File: src/wmmd_pkg.sv
// Shared types and constants for the window min/max index decimator.
package wmmd_pkg;

    localparam int SAMPLE_BITS_DEF = 16;
    localparam int INDEX_BITS_DEF  = 32;
    localparam int SPP_BITS        = 16;
    localparam int OUT_INDEX_BITS  = 32;

    localparam logic [SPP_BITS-1:0] SPP_RESET = SPP_BITS'(256);

    typedef struct packed {
        logic valid;
        logic last;
    } wmmd_ctl_t;

endpackage

File: src/wmmd_input_stage.sv
// Input register: holds one accepted sample word until the tracker consumes it.
module wmmd_input_stage #(
    parameter int SAMPLE_BITS = wmmd_pkg::SAMPLE_BITS_DEF
) (
    input  logic                          aclk,
    input  logic                          aresetn,
    input  logic                          s_valid,
    output logic                          s_ready,
    input  logic signed [SAMPLE_BITS-1:0] s_sample,
    input  logic                          s_last,
    input  logic                          consume,
    output wmmd_pkg::wmmd_ctl_t           ctl,
    output logic signed [SAMPLE_BITS-1:0] sample
);
    import wmmd_pkg::*;

    logic                          valid_reg;
    logic                          last_reg;
    logic signed [SAMPLE_BITS-1:0] sample_reg;

    assign s_ready = !valid_reg || consume;

    always_ff @(posedge aclk) begin
        if (!aresetn) begin
            valid_reg <= 1'b0;
        end else if (s_valid && s_ready) begin
            valid_reg <= 1'b1;
        end else if (consume) begin
            valid_reg <= 1'b0;
        end
    end

    always_ff @(posedge aclk) begin
        if (s_valid && s_ready) begin
            sample_reg <= s_sample;
            last_reg   <= s_last;
        end
    end

    assign ctl.valid = valid_reg;
    assign ctl.last  = last_reg;
    assign sample    = sample_reg;

endmodule

File: src/wmmd_tracker.sv
// Window tracker: min/max compare, window/index counters and result register.
module wmmd_tracker #(
    parameter int SAMPLE_BITS = wmmd_pkg::SAMPLE_BITS_DEF,
    parameter int INDEX_BITS  = wmmd_pkg::INDEX_BITS_DEF
) (
    input  logic                                    aclk,
    input  logic                                    aresetn,
    input  wmmd_pkg::wmmd_ctl_t                     ctl,
    input  logic signed [SAMPLE_BITS-1:0]           sample,
    input  logic [wmmd_pkg::SPP_BITS-1:0]           samples_per_pixel,
    output logic                                    consume,
    output logic                                    m_valid,
    input  logic                                    m_ready,
    output logic [wmmd_pkg::OUT_INDEX_BITS-1:0]     m_first_index,
    output logic [wmmd_pkg::OUT_INDEX_BITS-1:0]     m_second_index,
    output logic                                    m_final_window
);
    import wmmd_pkg::*;

    localparam int WIDE_BITS = (INDEX_BITS > OUT_INDEX_BITS) ? INDEX_BITS : OUT_INDEX_BITS;

    logic [INDEX_BITS-1:0]         count_reg,   count_next;
    logic [SPP_BITS-1:0]           wpos_reg,    wpos_next;
    logic signed [SAMPLE_BITS-1:0] min_val_reg, min_val_next;
    logic signed [SAMPLE_BITS-1:0] max_val_reg, max_val_next;
    logic [INDEX_BITS-1:0]         min_pos_reg, min_pos_next;
    logic [INDEX_BITS-1:0]         max_pos_reg, max_pos_next;

    logic                          m_valid_reg;
    logic [OUT_INDEX_BITS-1:0]     first_reg, second_reg;
    logic                          final_reg;

    logic [SPP_BITS-1:0]           len;
    logic [SPP_BITS-1:0]           wpos_inc;
    logic                          close;
    logic [INDEX_BITS-1:0]         lo, hi;
    logic [WIDE_BITS-1:0]          lo_wide, hi_wide;

    assign consume = !m_valid_reg || m_ready;

    always_comb begin
        len      = (samples_per_pixel == '0) ? SPP_BITS'(1) : samples_per_pixel;
        wpos_inc = wpos_reg + SPP_BITS'(1);
        close    = ctl.last || (wpos_inc == '0) || (wpos_inc >= len);

        if (wpos_reg == '0) begin
            min_val_next = sample;
            max_val_next = sample;
            min_pos_next = count_reg;
            max_pos_next = count_reg;
        end else begin
            min_val_next = min_val_reg;
            max_val_next = max_val_reg;
            min_pos_next = min_pos_reg;
            max_pos_next = max_pos_reg;
            if (sample < min_val_reg) begin
                min_val_next = sample;
                min_pos_next = count_reg;
            end
            if (sample > max_val_reg) begin
                max_val_next = sample;
                max_pos_next = count_reg;
            end
        end

        wpos_next  = close ? '0 : wpos_inc;
        count_next = (close && ctl.last) ? '0 : count_reg + INDEX_BITS'(1);

        if (min_pos_next <= max_pos_next) begin
            lo = min_pos_next;
            hi = max_pos_next;
        end else begin
            lo = max_pos_next;
            hi = min_pos_next;
        end
        lo_wide = WIDE_BITS'(lo);
        hi_wide = WIDE_BITS'(hi);
    end

    always_ff @(posedge aclk) begin
        if (!aresetn) begin
            count_reg   <= '0;
            wpos_reg    <= '0;
            min_val_reg <= '0;
            max_val_reg <= '0;
            min_pos_reg <= '0;
            max_pos_reg <= '0;
        end else if (ctl.valid && consume) begin
            count_reg   <= count_next;
            wpos_reg    <= wpos_next;
            min_val_reg <= min_val_next;
            max_val_reg <= max_val_next;
            min_pos_reg <= min_pos_next;
            max_pos_reg <= max_pos_next;
        end
    end

    always_ff @(posedge aclk) begin
        if (!aresetn) begin
            m_valid_reg <= 1'b0;
        end else if (consume) begin
            m_valid_reg <= ctl.valid && close;
        end
    end

    always_ff @(posedge aclk) begin
        if (consume && ctl.valid && close) begin
            first_reg  <= lo_wide[OUT_INDEX_BITS-1:0];
            second_reg <= hi_wide[OUT_INDEX_BITS-1:0];
            final_reg  <= ctl.last;
        end
    end

    assign m_valid        = m_valid_reg;
    assign m_first_index  = first_reg;
    assign m_second_index = second_reg;
    assign m_final_window = final_reg;

endmodule

File: src/window_min_max_index_decimator_unit.sv
// A window's closing sample is held in the input register, its word then in the result register.
// Throughput: one sample word per cycle unless a result waits on m_ready; a window closes
// as its last sample is tracked. The compare against the held min/max sets the single-cycle path.
// Reset (aresetn low, synchronous): counters and extremes clear, no word pending,
// and the window length returns to 256 samples.
module window_min_max_index_decimator_unit #(
    parameter int SAMPLE_BITS = wmmd_pkg::SAMPLE_BITS_DEF,
    parameter int INDEX_BITS  = wmmd_pkg::INDEX_BITS_DEF
) (
    input  logic                                aclk,
    input  logic                                aresetn,
    input  logic                                cfg_valid,
    output logic                                cfg_ready,
    input  logic [wmmd_pkg::SPP_BITS-1:0]       cfg_samples_per_pixel,
    input  logic                                s_valid,
    output logic                                s_ready,
    input  logic signed [SAMPLE_BITS-1:0]       s_sample,
    input  logic                                s_last,
    output logic                                m_valid,
    input  logic                                m_ready,
    output logic [wmmd_pkg::OUT_INDEX_BITS-1:0] m_first_index,
    output logic [wmmd_pkg::OUT_INDEX_BITS-1:0] m_second_index,
    output logic                                m_final_window
);
    import wmmd_pkg::*;

    logic [SPP_BITS-1:0]           spp_reg;
    wmmd_ctl_t                     ctl;
    logic signed [SAMPLE_BITS-1:0] sample;
    logic                          consume;

    assign cfg_ready = 1'b1;

    always_ff @(posedge aclk) begin
        if (!aresetn) begin
            spp_reg <= SPP_RESET;
        end else if (cfg_valid && cfg_ready) begin
            spp_reg <= cfg_samples_per_pixel;
        end
    end

    wmmd_input_stage #(
        .SAMPLE_BITS (SAMPLE_BITS)
    ) u_input (
        .aclk     (aclk),
        .aresetn  (aresetn),
        .s_valid  (s_valid),
        .s_ready  (s_ready),
        .s_sample (s_sample),
        .s_last   (s_last),
        .consume  (consume),
        .ctl      (ctl),
        .sample   (sample)
    );

    wmmd_tracker #(
        .SAMPLE_BITS (SAMPLE_BITS),
        .INDEX_BITS  (INDEX_BITS)
    ) u_tracker (
        .aclk              (aclk),
        .aresetn           (aresetn),
        .ctl               (ctl),
        .sample            (sample),
        .samples_per_pixel (spp_reg),
        .consume           (consume),
        .m_valid           (m_valid),
        .m_ready           (m_ready),
        .m_first_index     (m_first_index),
        .m_second_index    (m_second_index),
        .m_final_window    (m_final_window)
    );

    // input side never stalls while no result word is pending
    a_ready_when_empty: assert property (@(posedge aclk) disable iff (!aresetn)
        !m_valid |-> s_ready)
        else $error("s_ready low with empty result register");

    // a new result word follows an accepted sample through the input and result registers
    a_result_has_source: assert property (@(posedge aclk) disable iff (!aresetn)
        $rose(m_valid) |-> $past(s_valid && s_ready, 2))
        else $error("result word without matching accepted sample");

    // a held sample is consumed while no result word is pending
    a_consume_when_empty: assert property (@(posedge aclk) disable iff (!aresetn)
        (ctl.valid && !m_valid) |=> (m_valid || !ctl.valid || $past(s_valid && s_ready)))
        else $error("held sample not consumed with result register empty");

endmodule

File: config.mk
export PLATFORM = sky130hd
export DESIGN_NAME = window_min_max_index_decimator_unit
export DESIGN_NICKNAME = d
export VERILOG_FILES = /design/src/wmmd_pkg.sv /design/src/wmmd_input_stage.sv /design/src/wmmd_tracker.sv /design/src/window_min_max_index_decimator_unit.sv
export SDC_FILE = /design/constraint.sdc
export NUM_CORES = 1
export LEC_CHECK = 0
export ABC_AREA = 1
export BUFFER_PORTS_ARGS = -buffer_cell sky130_fd_sc_hd__buf_4
export CELL_PAD_IN_SITES_DETAIL_PLACEMENT = 1
export CELL_PAD_IN_SITES_GLOBAL_PLACEMENT = 2
export CORE_MARGIN = 1
export CORE_UTILIZATION = 35
export DETAILED_ROUTE_END_ITERATION = 6
export MAX_ROUTING_LAYER = met4
export PLACE_DENSITY_LB_ADDON = 0.1
export SYNTH_ARGS = -nofsm -noshare
export SYNTH_HDL_FRONTEND = slang
export SYNTH_SLANG_ARGS = --single-unit
File: constraint.sdc
create_clock -name aclk -period 5.15 [get_ports aclk]
set_input_delay 1.03 -clock aclk [delete_from_list [all_inputs] [get_ports aclk]]
set_output_delay 1.03 -clock aclk [all_outputs]
set_load 0.02 [all_outputs]
==> flow_summary.toml <==
[grt]
number_of_antenna_violations_at_the_first_check_in_global_routing = 0
track_usage_pct = 21.8
first_global_vias = 13400
grt-ovfl-total = 0
wire_length_of_the_first_global_routing_pass_um = 71000
grt_max_degree = 100

[power]
intPower_mw = 4.46
power.switching_mw = 2.83
ir_worst_vdd_uv = 236
power_density_mw_per_mm2 = 442
sum_of_internal_switching_and_leakage_power_mw = 7.29
seq_power_share_pct = 32.8
power.clock.fraction_pct = 28.2
power.switching_fraction_pct = 38.8
p_comb_share_pct = 39.0
leakage_nw = 7.15

[sta]
worst_hold_slack_after_final_layout_ps = 462
setup_viol = 0
clock-skew-final_ps = 15.5
fin_ws_ps = 588
min_period_over_period_pct = 88.6
setup_total_negative_slack_ps = 0
maxClockFrequency_mhz = 219
timing_hold_violations_final = 0
min_period_ps = 4560
final-max-slew-violation-count = 0
rsz0062_at_grt = "false"
maxSlewHeadroom_pct = 29.9
worst_slew_pin_slew_ps = 1050

[worst_setup_path]
worst-endpoint-arrival_ps = 4980
timing.critical_path.slowest_stage_cell = "sky130_fd_sc_hd__edfxtp_1"
worst_path_fanout_max = 27
crit_top_cell = "sky130_fd_sc_hd__nand2_1"
slowest_delay_ps = 430
timing.critical_path.buf_inv = 2
criticalPathCategory = "reg2reg"
kind_of_start_point_of_the_critical_path = "flop"
timing.critical_path.max_delay_family = "simple AND/OR/NAND/NOR gates"
crit_chain = "ha_1 > a21oi_1 > nor2_1 > nor3_1 > nand2_1 > nand2_1 > nand3_1 > nand3_4 > buf_4 > nand2_1 > and2_1 > ha_1 > nand2_1 > nor2_1 > nand2_1 > nand2_1 > nand2_1 > nand2_1 > nand2_1 > a21oi_4 > buf_4 > nand3_1 > nand2_1"
critical_path.endpoint_type = "flop"
cp.required_ps = 5570

[yosys]
synth_cell_types = 43
synth.net_count = 2087
synth-async-reset-ratio_pct = 0
synth_area_leader_cell = "sky130_fd_sc_hd__dfxtp_1"
synth-edff-count = 82
syn-mean-instance-area_um2 = 7.26
ys_dominant_reg_cell = "sky130_fd_sc_hd__dfxtp_1"
synth_top_cell_area_share_pct = 22.7
synthesis.yosys.warnings = 0
ys_seq_elements = 244
synth_sequential_area_ratio_pct = 40.0
syn_area_mm2 = 0.0143
post_synth_inst_count = 1967
yosysMostFrequentCell = "sky130_fd_sc_hd__nand2_1"
post_synth_main_area_contributors = "sky130_fd_sc_hd__dfxtp_1, sky130_fd_sc_hd__edfxtp_1, sky130_fd_sc_hd__nand2_1, sky130_fd_sc_hd__nand3_1, sky130_fd_sc_hd__ha_1"
leading_post_synthesis_cells_by_instance_count = "sky130_fd_sc_hd__nand2_1, sky130_fd_sc_hd__nand3_1, sky130_fd_sc_hd__inv_1"

[flow_run]
cap_viol_max_count = 0

[die]
floorplan.die.height_um = 204
die_area_mm2 = 0.0416
floorplan.io_pins = 106
fp.dieW_um = 204
floorplan.initialDensity_pct = 35.7
design.core.area_mm2 = 0.0400
placement_rows = 73

[cells_and_area]
fin_cells = 2576
number_of_nets_at_the_end_of_the_flow = 2147
insertedDiodeCount = 0
area_growth_pct = 15.5
final_layout_size_suffix_gt1_share_pct = 10.7

[placed_design]
place.detailed.instances = 2517
hpwlAfterDp_um = 30800
detailedPlace.worstSlack_ps = 439
buffer_ports.inserted = 104
place.gp.congestion = 0.836

[cts]
cts-root-to-sink-buffers = 3
clock_sink_count = 244
cts-htree-levels = 1
cts_tree = "built"
cts_repair_resize_count = 0
cts_inserted_buffers = 31
clock_insertion_delay_worst_skew_ps = 570
cts-root-buf = "sky130_fd_sc_hd__clkbuf_16"
worst_setup_hold_path_clk_slew_ps = 60

[worst_hold_path]
worst_hold_path_type = "reg2reg"

[detailed_routing]
drtIter0Drc = 482
drt_pass1_iterations = 4
routed_via_count = 13200
ant_nets = 0
avgViaCountPerCell = 5.12
wl_per_cell_um = 16.9
drc = 0
route.final.wire_length_um = 43600

[status]
status = "finished clean"
## worst reg2reg max path, stage by stage, from the launching register on
cell	delay, ps
sky130_fd_sc_hd__edfxtp_1	430
sky130_fd_sc_hd__ha_1	330
sky130_fd_sc_hd__a21oi_1	150
sky130_fd_sc_hd__nor2_1	60
sky130_fd_sc_hd__nor3_1	150
sky130_fd_sc_hd__nand2_1	100
sky130_fd_sc_hd__nand2_1	80
sky130_fd_sc_hd__nand3_1	350
sky130_fd_sc_hd__nand3_4	230
sky130_fd_sc_hd__buf_4	330
sky130_fd_sc_hd__nand2_1	160
sky130_fd_sc_hd__and2_1	170
sky130_fd_sc_hd__ha_1	290
sky130_fd_sc_hd__nand2_1	70
sky130_fd_sc_hd__nor2_1	300
sky130_fd_sc_hd__nand2_1	110
sky130_fd_sc_hd__nand2_1	140
sky130_fd_sc_hd__nand2_1	70
sky130_fd_sc_hd__nand2_1	70
sky130_fd_sc_hd__nand2_1	100
sky130_fd_sc_hd__a21oi_4	200
sky130_fd_sc_hd__buf_4	270
sky130_fd_sc_hd__nand3_1	110
sky130_fd_sc_hd__nand2_1	120
## timing repair
item | 4_1_cts | 5_1_grt
setup endpoints to repair | 0 | 48
setup buffers | 0 | 2
endpoints found under the hold margin | 0 | 0
hold buffers | 0 | 0
## power by group through the flow
| stage | clock network (mW) | registers (mW) | logic [mW] |
|---|---|---|---|
| after floorplan | 0 | 2.51 | 1.92 |
| final | 2.06 | 2.39 | 2.84 |
| after global placement | 0 | 2.43 | 2.78 |
| after CTS | 2.13 | 2.39 | 2.86 |
| after detailed placement | 0 | 2.43 | 2.85 |
| after global routing | 2.21 | 2.41 | 3.21 |
## final cells by class
cell class / instances / area, µm²
fillers: 5036 / 23500
multi-input cells: 1426 / 7370
flip-flops and latches: 244 / 5710
repair buffers: 130 / 1060
clock buffers: 48 / 910
inverters: 194 / 728
well taps: 525 / 657
clock inverters: 9 / 45.0
## layout by cell type, fill, tap and decap left out, types with 6 or more instances in the layout
cell type	synthesis	layout
sky130_fd_sc_hd__o21ai_1	6	6
sky130_fd_sc_hd__o21ai_0	53	53
sky130_fd_sc_hd__clkbuf_16	0	31
sky130_fd_sc_hd__nand4_1	64	64
sky130_fd_sc_hd__nand2_2	6	6
sky130_fd_sc_hd__ha_1	82	82
sky130_fd_sc_hd__clkbuf_1	44	10
sky130_fd_sc_hd__edfxtp_1	82	82
sky130_fd_sc_hd__nand2_1	466	465
sky130_fd_sc_hd__buf_12	1	7
sky130_fd_sc_hd__clkbuf_8	0	7
sky130_fd_sc_hd__a21oi_1	177	177
sky130_fd_sc_hd__nand3b_1	32	32
sky130_fd_sc_hd__nand3_1	259	258
sky130_fd_sc_hd__nor4_1	9	9
sky130_fd_sc_hd__clkinv_2	0	6
sky130_fd_sc_hd__buf_4	10	123
sky130_fd_sc_hd__nor2_2	15	15
sky130_fd_sc_hd__nor3_1	20	20
sky130_fd_sc_hd__and2_1	32	32
sky130_fd_sc_hd__nor2_1	172	172
sky130_fd_sc_hd__inv_1	189	188
sky130_fd_sc_hd__dfxtp_1	162	162
## cells by family (layout without fill, tap and decap cells)
logic type               Yosys count  in the layout  share of synthesized area, %
AO/OA/AOI/OAI                    248            248                          9.12
other                              1              1                        0.0263
flip-flops                       244            244                          40.0
adder cells (fa/ha/maj)           82             82                          7.19
AND/OR/NAND/NOR                 1091           1091                          35.0
buffers and inverters            297            381                          8.49
XOR/XNOR                           4              4                         0.245
## stage by stage
step / cell area [µm²] / util, %
finish: 16500 / 41.2
global route: 16500 / 41.2
CTS: 16500 / 41.2
detailed placement: 15500 / 38.8
global placement: 15500 / 38.8
floorplan: 14300 / -
## metal layers
metal | routed length [µm] | global-route usage, % | part of all wire (%)
met4 | 773 | 5.20 | 1.8
met1 | 20900 | 28.1 | 48
met3 | 1570 | 2.69 | 3.6
met5 | 0 | - | 0
met2 | 20400 | 36.2 | 47
## final timing paths
| check | startpoint | to | slack [ps] | depth (start not counted) |
|---|---|---|---|---|
| min reg2reg | u_input.last_reg$_DFFE_PP_ | u_tracker.m_final_window$_DFFE_PP_ | 460 | 0 |
| min | u_input.last_reg$_DFFE_PP_ | u_tracker.m_final_window$_DFFE_PP_ | 460 | 0 |
| max reg2reg | u_input.sample[5]$_DFFE_PP_ | u_tracker.m_first_index[11]$_DFFE_PP_ | 590 | 23 |
| max | u_input.sample[5]$_DFFE_PP_ | u_tracker.m_first_index[11]$_DFFE_PP_ | 590 | 23 |
Power figures use the tool's default switching activity.
